==> src/rtl/bdf_pkg.sv <==
// shared types, constants and helpers of the button debounce state machine
package bdf_pkg;

   localparam int TIME_W    = 32;
   localparam int INIT_W    = 18;
   localparam int FINAL_W   = 18;
   localparam int POLL_W    = 20;
   localparam int BTN_W     = 2;
   localparam int CSR_IDX_W = 2;
   localparam int CSR_DAT_W = 20;

   typedef enum logic [1:0] {
      PH_IDLE  = 2'd0,
      PH_INIT  = 2'd1,
      PH_POLL  = 2'd2,
      PH_FINAL = 2'd3
   } phase_type;

   typedef enum logic {
      OP_PRESS = 1'b0,
      OP_TICK  = 1'b1
   } opcode_type;

   localparam logic [CSR_IDX_W-1:0] CSR_INITIAL_WAIT = 2'd0;
   localparam logic [CSR_IDX_W-1:0] CSR_FINAL_WAIT   = 2'd1;
   localparam logic [CSR_IDX_W-1:0] CSR_POLL_INTERVAL = 2'd2;

   localparam logic [INIT_W-1:0]  INITIAL_WAIT_RESET  = 18'd200000;
   localparam logic [FINAL_W-1:0] FINAL_WAIT_RESET    = 18'd200000;
   localparam logic [POLL_W-1:0]  POLL_INTERVAL_RESET = 20'd20000;

   localparam logic [BTN_W-1:0] BTN_NONE = '0;

   typedef struct packed {
      logic [INIT_W-1:0]  initial_wait;
      logic [FINAL_W-1:0] final_wait;
      logic [POLL_W-1:0]  poll_interval;
   } cfg_type;

   typedef struct packed {
      logic              opcode;
      logic [TIME_W-1:0] now_us;
      logic [BTN_W-1:0]  button_code;
   } evt_type;

   typedef struct packed {
      logic [BTN_W-1:0] debounced_button;
      logic             press_armed;
      phase_type        phase;
   } result_type;

   function automatic logic wait_over(input logic [TIME_W-1:0] now,
                                      input logic [TIME_W-1:0] ref_time,
                                      input logic [TIME_W-1:0] duration);
      logic [TIME_W-1:0] elapsed;
      elapsed = now - ref_time;
      return elapsed >= duration;
   endfunction

endpackage

==> src/rtl/bdf_csr.sv <==
// configuration registers of the button debounce state machine
module bdf_csr (
   input  logic                              clock,
   input  logic                              reset,
   input  logic                              csr_valid,
   output logic                              csr_ready,
   input  logic [bdf_pkg::CSR_IDX_W-1:0]     csr_index,
   input  logic [bdf_pkg::CSR_DAT_W-1:0]     csr_wdata,
   output bdf_pkg::cfg_type                  cfg
);
   import bdf_pkg::*;

   cfg_type cfg_ff;

   assign csr_ready = 1'b1;
   assign cfg       = cfg_ff;

   always_ff @(posedge clock) begin
      if (reset) begin
         cfg_ff.initial_wait  <= INITIAL_WAIT_RESET;
         cfg_ff.final_wait    <= FINAL_WAIT_RESET;
         cfg_ff.poll_interval <= POLL_INTERVAL_RESET;
      end else if (csr_valid) begin
         case (csr_index)
            CSR_INITIAL_WAIT:  cfg_ff.initial_wait  <= csr_wdata[INIT_W-1:0];
            CSR_FINAL_WAIT:    cfg_ff.final_wait    <= csr_wdata[FINAL_W-1:0];
            CSR_POLL_INTERVAL: cfg_ff.poll_interval <= csr_wdata[POLL_W-1:0];
            default: ;
         endcase
      end
   end

endmodule

==> src/rtl/bdf_fsm.sv <==
// debounce phase machine: phase, held button and reference time
module bdf_fsm (
   input  logic                 clock,
   input  logic                 reset,
   input  logic                 fire,
   input  bdf_pkg::evt_type     evt,
   input  bdf_pkg::cfg_type     cfg,
   output bdf_pkg::result_type  result
);
   import bdf_pkg::*;

   phase_type         phase_ff, phase_in;
   logic [BTN_W-1:0]  held_ff, held_in;
   logic [TIME_W-1:0] ref_ff, ref_in;
   logic [TIME_W-1:0] duration;

   always_ff @(posedge clock) begin
      if (reset) begin
         phase_ff <= PH_IDLE;
         held_ff  <= BTN_NONE;
         ref_ff   <= '0;
      end else if (fire) begin
         phase_ff <= phase_in;
         held_ff  <= held_in;
         ref_ff   <= ref_in;
      end
   end

   always_comb begin
      case (phase_ff)
         PH_INIT:  duration = TIME_W'(cfg.initial_wait);
         PH_FINAL: duration = TIME_W'(cfg.final_wait);
         default:  duration = TIME_W'(cfg.poll_interval);
      endcase
   end

   always_comb begin
      phase_in = phase_ff;
      held_in  = held_ff;
      ref_in   = ref_ff;
      if (evt.opcode == OP_PRESS) begin
         if (phase_ff == PH_IDLE && evt.button_code != BTN_NONE) begin
            phase_in = PH_INIT;
            held_in  = evt.button_code;
            ref_in   = evt.now_us;
         end
      end else begin
         case (phase_ff)
            PH_INIT: begin
               if (wait_over(evt.now_us, ref_ff, duration)) begin
                  phase_in = PH_POLL;
                  ref_in   = evt.now_us;
               end
            end
            PH_POLL: begin
               if (wait_over(evt.now_us, ref_ff, duration)) begin
                  ref_in = evt.now_us;
                  if (evt.button_code != held_ff) begin
                     held_in  = evt.button_code;
                     phase_in = PH_FINAL;
                  end
               end
            end
            PH_FINAL: begin
               if (wait_over(evt.now_us, ref_ff, duration)) begin
                  phase_in = PH_IDLE;
               end
            end
            default: ;
         endcase
      end
      result.debounced_button = held_in;
      result.press_armed      = (phase_in == PH_IDLE);
      result.phase            = phase_in;
   end

endmodule

==> src/rtl/button_debounce_fsm.sv <==
// button debounce state machine top level: input register, phase machine, result register
// Takes one item per clock cycle when the result side keeps up; each accepted item is held
// in the input register until the result side is free, then the phase machine updates and
// the result register loads at the same edge. The rate is set by the update of the phase,
// held button and reference time, which closes through one 32-bit subtract and compare. A
// press item (opcode 0) is honored only while the block is idle; tick items (opcode 1)
// advance the initial wait, polling and final wait phases. Every item returns exactly one
// result holding the state after that item. Configuration writes are always accepted and
// take effect at once; write them only while no item is in flight.
module button_debounce_fsm (
   input  logic                            clock,
   input  logic                            reset,
   input  logic                            req_valid,
   output logic                            req_ready,
   input  logic                            req_opcode,
   input  logic [bdf_pkg::TIME_W-1:0]      req_now_us,
   input  logic [bdf_pkg::BTN_W-1:0]       req_button_code,
   output logic                            rsp_valid,
   input  logic                            rsp_ready,
   output logic [bdf_pkg::BTN_W-1:0]       rsp_debounced_button,
   output logic                            rsp_press_armed,
   output logic [1:0]                      rsp_phase,
   input  logic                            csr_valid,
   output logic                            csr_ready,
   input  logic [bdf_pkg::CSR_IDX_W-1:0]   csr_index,
   input  logic [bdf_pkg::CSR_DAT_W-1:0]   csr_wdata
);
   import bdf_pkg::*;

   cfg_type    cfg;
   evt_type    evt_ff;
   logic       evt_valid_ff;
   result_type result;
   result_type rsp_ff;
   logic       rsp_valid_ff;
   logic       out_free;
   logic       fire;

   assign out_free  = !rsp_valid_ff || rsp_ready;
   assign fire      = evt_valid_ff && out_free;
   assign req_ready = !evt_valid_ff || fire;

   bdf_csr u_csr (
      .clock     (clock),
      .reset     (reset),
      .csr_valid (csr_valid),
      .csr_ready (csr_ready),
      .csr_index (csr_index),
      .csr_wdata (csr_wdata),
      .cfg       (cfg)
   );

   bdf_fsm u_fsm (
      .clock  (clock),
      .reset  (reset),
      .fire   (fire),
      .evt    (evt_ff),
      .cfg    (cfg),
      .result (result)
   );

   // input register
   always_ff @(posedge clock) begin
      if (reset) begin
         evt_valid_ff <= 1'b0;
      end else if (req_ready) begin
         evt_valid_ff <= req_valid;
      end
   end

   always_ff @(posedge clock) begin
      if (req_valid && req_ready) begin
         evt_ff.opcode      <= req_opcode;
         evt_ff.now_us      <= req_now_us;
         evt_ff.button_code <= req_button_code;
      end
   end

   // result register
   always_ff @(posedge clock) begin
      if (reset) begin
         rsp_valid_ff <= 1'b0;
      end else if (out_free) begin
         rsp_valid_ff <= fire;
      end
   end

   always_ff @(posedge clock) begin
      if (fire) begin
         rsp_ff <= result;
      end
   end

   assign rsp_valid            = rsp_valid_ff;
   assign rsp_debounced_button = rsp_ff.debounced_button;
   assign rsp_press_armed      = rsp_ff.press_armed;
   assign rsp_phase            = rsp_ff.phase;

`ifndef SYNTH
   a_fire_gives_result: assert property (@(posedge clock) disable iff (reset)
      fire |=> rsp_valid)
      else $error("processed item did not reach the result register");

   a_armed_matches_phase: assert property (@(posedge clock) disable iff (reset)
      rsp_valid |-> (rsp_press_armed == (rsp_phase == PH_IDLE)))
      else $error("press_armed disagrees with phase");

   a_press_starts_wait: assert property (@(posedge clock) disable iff (reset)
      (fire && evt_ff.opcode == OP_PRESS && evt_ff.button_code != BTN_NONE
       && rsp_valid && rsp_phase == PH_IDLE && rsp_ready)
      |=> (rsp_phase == PH_INIT && rsp_debounced_button == $past(evt_ff.button_code)))
      else $error("press while idle did not start the initial wait");

   a_input_held_when_blocked: assert property (@(posedge clock) disable iff (reset)
      (evt_valid_ff && !out_free) |=> (evt_valid_ff && $stable(evt_ff)))
      else $error("input register changed while the result side stalled");
`endif

endmodule
==> config.mk <==
export PLATFORM = sky130hd
export DESIGN_NAME = button_debounce_fsm
export DESIGN_NICKNAME = d
export VERILOG_FILES = /design/src/rtl/bdf_pkg.sv /design/src/rtl/bdf_csr.sv /design/src/rtl/bdf_fsm.sv /design/src/rtl/button_debounce_fsm.sv
export SDC_FILE = /design/constraint.sdc
export NUM_CORES = 1
export LEC_CHECK = 0
export BUFFER_PORTS_ARGS = -buffer_cell sky130_fd_sc_hd__buf_2
export CORE_MARGIN = 2
export CORE_UTILIZATION = 40
export CTS_CLUSTER_DIAMETER = 100
export DETAILED_ROUTE_END_ITERATION = 6
export GPL_ROUTABILITY_DRIVEN = 0
export PLACE_DENSITY_LB_ADDON = 0.08
export REMOVE_ABC_BUFFERS = 1
export SLEW_MARGIN = 40
export SYNTH_ARGS = -nofsm -noshare
export SYNTH_HDL_FRONTEND = slang
export SYNTH_SLANG_ARGS = --single-unit
==> constraint.sdc <==
create_clock -name clock -period 14.6 [get_ports clock]
set_input_delay 1.46 -clock clock [delete_from_list [all_inputs] [get_ports clock]]
set_output_delay 1.46 -clock clock [all_outputs]
set_load 0.02 [all_outputs]
==> results.sh <==
export IMPL_status="finished clean"
export IMPL_vias=6384
export IMPL_grt_pass1_wl_um=31300
export IMPL_dieArea_um2=21000
export IMPL_clkSinkCount=134
export IMPL_synth_top_flop_cell="dfxtp_1"
export IMPL_cts_resized=0
export IMPL_crit_arrival_ns=5.83
export IMPL_hpwl_um=13000
export IMPL_rows=51
export IMPL_cts_hold_buf=0
export IMPL_seq_power_share_pct=40.1
export IMPL_drv_cap=0
export IMPL_multiInputGateArea_um2=4590
export IMPL_grt_start_max_net_pins=66
export IMPL_fin_crit_sh_pct=38.0
export IMPL_setup_violations=0
export IMPL_grt_overflow_total=0
export IMPL_wl_per_cell_um=15.1
export IMPL_async_reset_ff_share_pct=0
export IMPL_post_route_util_pct=46.8
export IMPL_cts_root_buf="clkbuf_16"
export IMPL_wirelength_um=18600
export IMPL_power_density_nw_per_um2=113
export IMPL_worstSetupPathType="reg -> reg"
export IMPL_final_cells=1228
export IMPL_p_int_w=0.000730
export IMPL_clk_path_buf_depth=2
export IMPL_tritoncts="yes"
export IMPL_irDropWorstVdd_mv=0.0715
export IMPL_cp_end_kind="flip-flop"
export IMPL_die_y_um=145
export IMPL_layout_common_cells="154 x nand2_1, 97 x a21oi_1, 94 x dfxtp_1, 67 x buf_2, 66 x nand2b_1"
export IMPL_finalNetCount=1069
export IMPL_syn2layout_area_growth_pct=14.5
export IMPL_hold_viol=0
export IMPL_drtAntennaViolNets=0
export IMPL_syn_cell_area_um2=7950
export IMPL_rsz0062_at_grt="false"
export IMPL_slew_violations=0
export IMPL_cts_buffers=17
export IMPL_period_needed_ns=5.55
export IMPL_fmax_mhz=180
export IMPL_die_x_um=145
export IMPL_avgSynthCellArea_um2=8.82
export IMPL_tightest_slew_ns=0.777
export IMPL_setup_tns_ns=0
export IMPL_crit_path_start_kind="flip-flop"
export IMPL_io_buffers=68
export IMPL_postCtsSetupBuffers=0
export IMPL_clk_latency_ns=0.42
export IMPL_ys_seq_area_share_pct=38.8
export IMPL_crit_required_ns=14.88
export IMPL_slew_headroom_pct=48.2
export IMPL_ios=70
export IMPL_layout_commonest_cell="nand2_1"
export IMPL_switching_share_pct=29.0
export IMPL_p_clk_share_pct=41.3
export IMPL_power_static_leakage_nw=3.43
export IMPL_grt_pass1_vias=6135
export IMPL_syn_inst=902
export IMPL_regArea_um2=3080
export IMPL_power_frac_comb_pct=18.6
export IMPL_ys_ff_latch=134
export IMPL_fp_coreArea_um2=19500
export IMPL_net_switching_power_w=0.000298
export IMPL_antenna_cells=0
export IMPL_cts_max_level=4
export IMPL_drive_above_1_share_pct=13.5
export IMPL_grt_usage_pct=18.1
export IMPL_firstDrtPassIters=5
export IMPL_antenna_found_initial=0
export IMPL_clock_skew_ns=0.0121
export IMPL_yosysWarnings=0
export IMPL_drt_iter0_drc=402
export IMPL_ys_types=74
export IMPL_cp_max_fo=25
export IMPL_path_clk_slew_ns=0.06
export IMPL_initial_utilization_pct=40.9
export IMPL_place_inst=1196
export IMPL_synth_edf_count=40
export IMPL_final_fill_count=1935
export IMPL_drc=0
export IMPL_hold_path_class="reg -> reg"
export IMPL_vias_per_cell=5.20
==> flip-flops by register name, indices dropped and copies added, names as in the netlist <==
signal                count
u_fsm.ref_ff             32
rsp_press_armed           1
rsp_valid                 1
u_fsm.phase_ff            2
u_csr.cfg                56
rsp_debounced_button      2
evt_ff                   35
evt_valid_ff              1
rsp_phase                 2
u_fsm.held_ff             2
==> worst paths after layout <==
| kind | start | to | slack (ns) | depth (start not counted) |
|---|---|---|---|---|
| worst max-delay path | evt_ff[2] | u_fsm.ref_ff[18] | 9.05 | 23 |
| worst min-delay path | u_csr.cfg[21] | u_csr.cfg[21] | 0.45 | 2 |
| worst max register to register | evt_ff[2] | u_fsm.ref_ff[18] | 9.05 | 23 |
| worst min register to register | u_csr.cfg[21] | u_csr.cfg[21] | 0.45 | 2 |
==> power groups by stage <==
stage	combinational [W]	clock (W)	sequential (W)
final	0.000191	0.000425	0.000412
after global routing	0.000216	0.000453	0.000415
after CTS	0.000193	0.000437	0.000413
after detailed placement	0.000191	0	0.000420
after global placement	0.000190	0	0.000421
after floorplan	0.000138	0	0.000419
==> Yosys cell counts (all sizes together) (4+ instances only) <==
library cell / number / area share, %
a22o: 17 / 1.9
nor3: 14 / 0.94
o22ai: 4 / 0.31
nand2b: 66 / 5.2
a21boi: 4 / 0.38
o21a: 7 / 0.66
mux2i: 35 / 4.4
a221oi: 5 / 0.99
nand4: 11 / 0.94
clkbuf: 37 / 1.7
nand2: 154 / 7.3
o21bai: 5 / 0.47
a22oi: 4 / 0.38
nor2b: 7 / 0.55
a21o: 12 / 1.1
nor2: 34 / 1.6
or2: 4 / 0.31
a211o: 4 / 0.44
a21oi: 97 / 6.1
and3: 4 / 0.31
nand3: 6 / 0.38
o211a: 6 / 0.85
or3: 4 / 0.31
nand3b: 20 / 1.9
o21ai: 28 / 1.9
buf: 8 / 0.58
xnor2: 18 / 2.0
edfxtp: 40 / 15
xor2: 7 / 0.77
dfxtp: 94 / 24
ha: 56 / 8.8
inv: 36 / 1.7
a211oi: 9 / 0.91
==> worst max-delay path: stages, from the launching register on <==
cell and delay (ns):
edfxtp_1 0.38, inv_1 0.07, ha_1 0.16, inv_1 0.05, fa_1 0.40, a21o_1 0.22, a221oi_4 0.33, and2b_1 0.23
o21a_1 0.17, o21ai_0 0.15, nand2b_1 0.07, a21oi_1 0.17, xnor2_1 0.15, ha_1 0.26, nor2b_1 0.13, o21ai_0 0.15
o211ai_1 0.13, a21oi_1 0.23, or3b_2 0.46, a211o_1 0.32, nor4_2 0.45, o2bb2ai_4 0.21, buf_4 0.32, mux2i_1 0.17
==> per-stage QoR <==
stage	hold WS [ns]	power [W]	cell area (um2)	setup slack (ns)
floorplan	0.430	0.000557	7770	8.66
global placement	0.441	0.000611	8510	9.12
detailed placement	0.447	0.000612	8530	9.05
CTS	0.455	0.00104	9100	8.99
global route	0.471	0.00108	9110	8.59
finish	0.453	0.00103	9110	9.05
==> area by class of cell <==
type / instances / share of cell area [%]
clock buffer: 21 / 5.07
clock inverter: 11 / 1.22
inverter: 37 / 1.52
multi-input combinational: 686 / 50.4
sequential: 134 / 33.9
tap: 265 / 3.64
timing repair buffer: 74 / 4.30
==> kinds of logic (layout without fill, tap and decap cells) <==
kind of cell / after synthesis / after routing / share of synthesized area (%)
buf+inv: 82 / 143 / 4.07
fa+ha+maj: 57 / 57 / 9.06
mux: 35 / 35 / 4.41
simple gates: 342 / 342 / 21.8
xor+xnor: 25 / 25 / 2.75
other cells: 1 / 1 / 0.0472
compound gates: 226 / 226 / 19.1
flops: 134 / 134 / 38.8
==> layer usage <==
| metal | vias to the layer above | global-route usage (%) | wire length, um |
|---|---|---|---|
| met1 | 2978 | 26.1 | 9740 |
| met5 | - | 0 | 0 |
| met4 | 0 | 4.31 | 102 |
| met2 | 99 | 28.0 | 8110 |
| li1 | 3300 | - | - |
| met3 | 7 | 3.65 | 632 |
No activity file was read; power rests on OpenSTA's default activity.
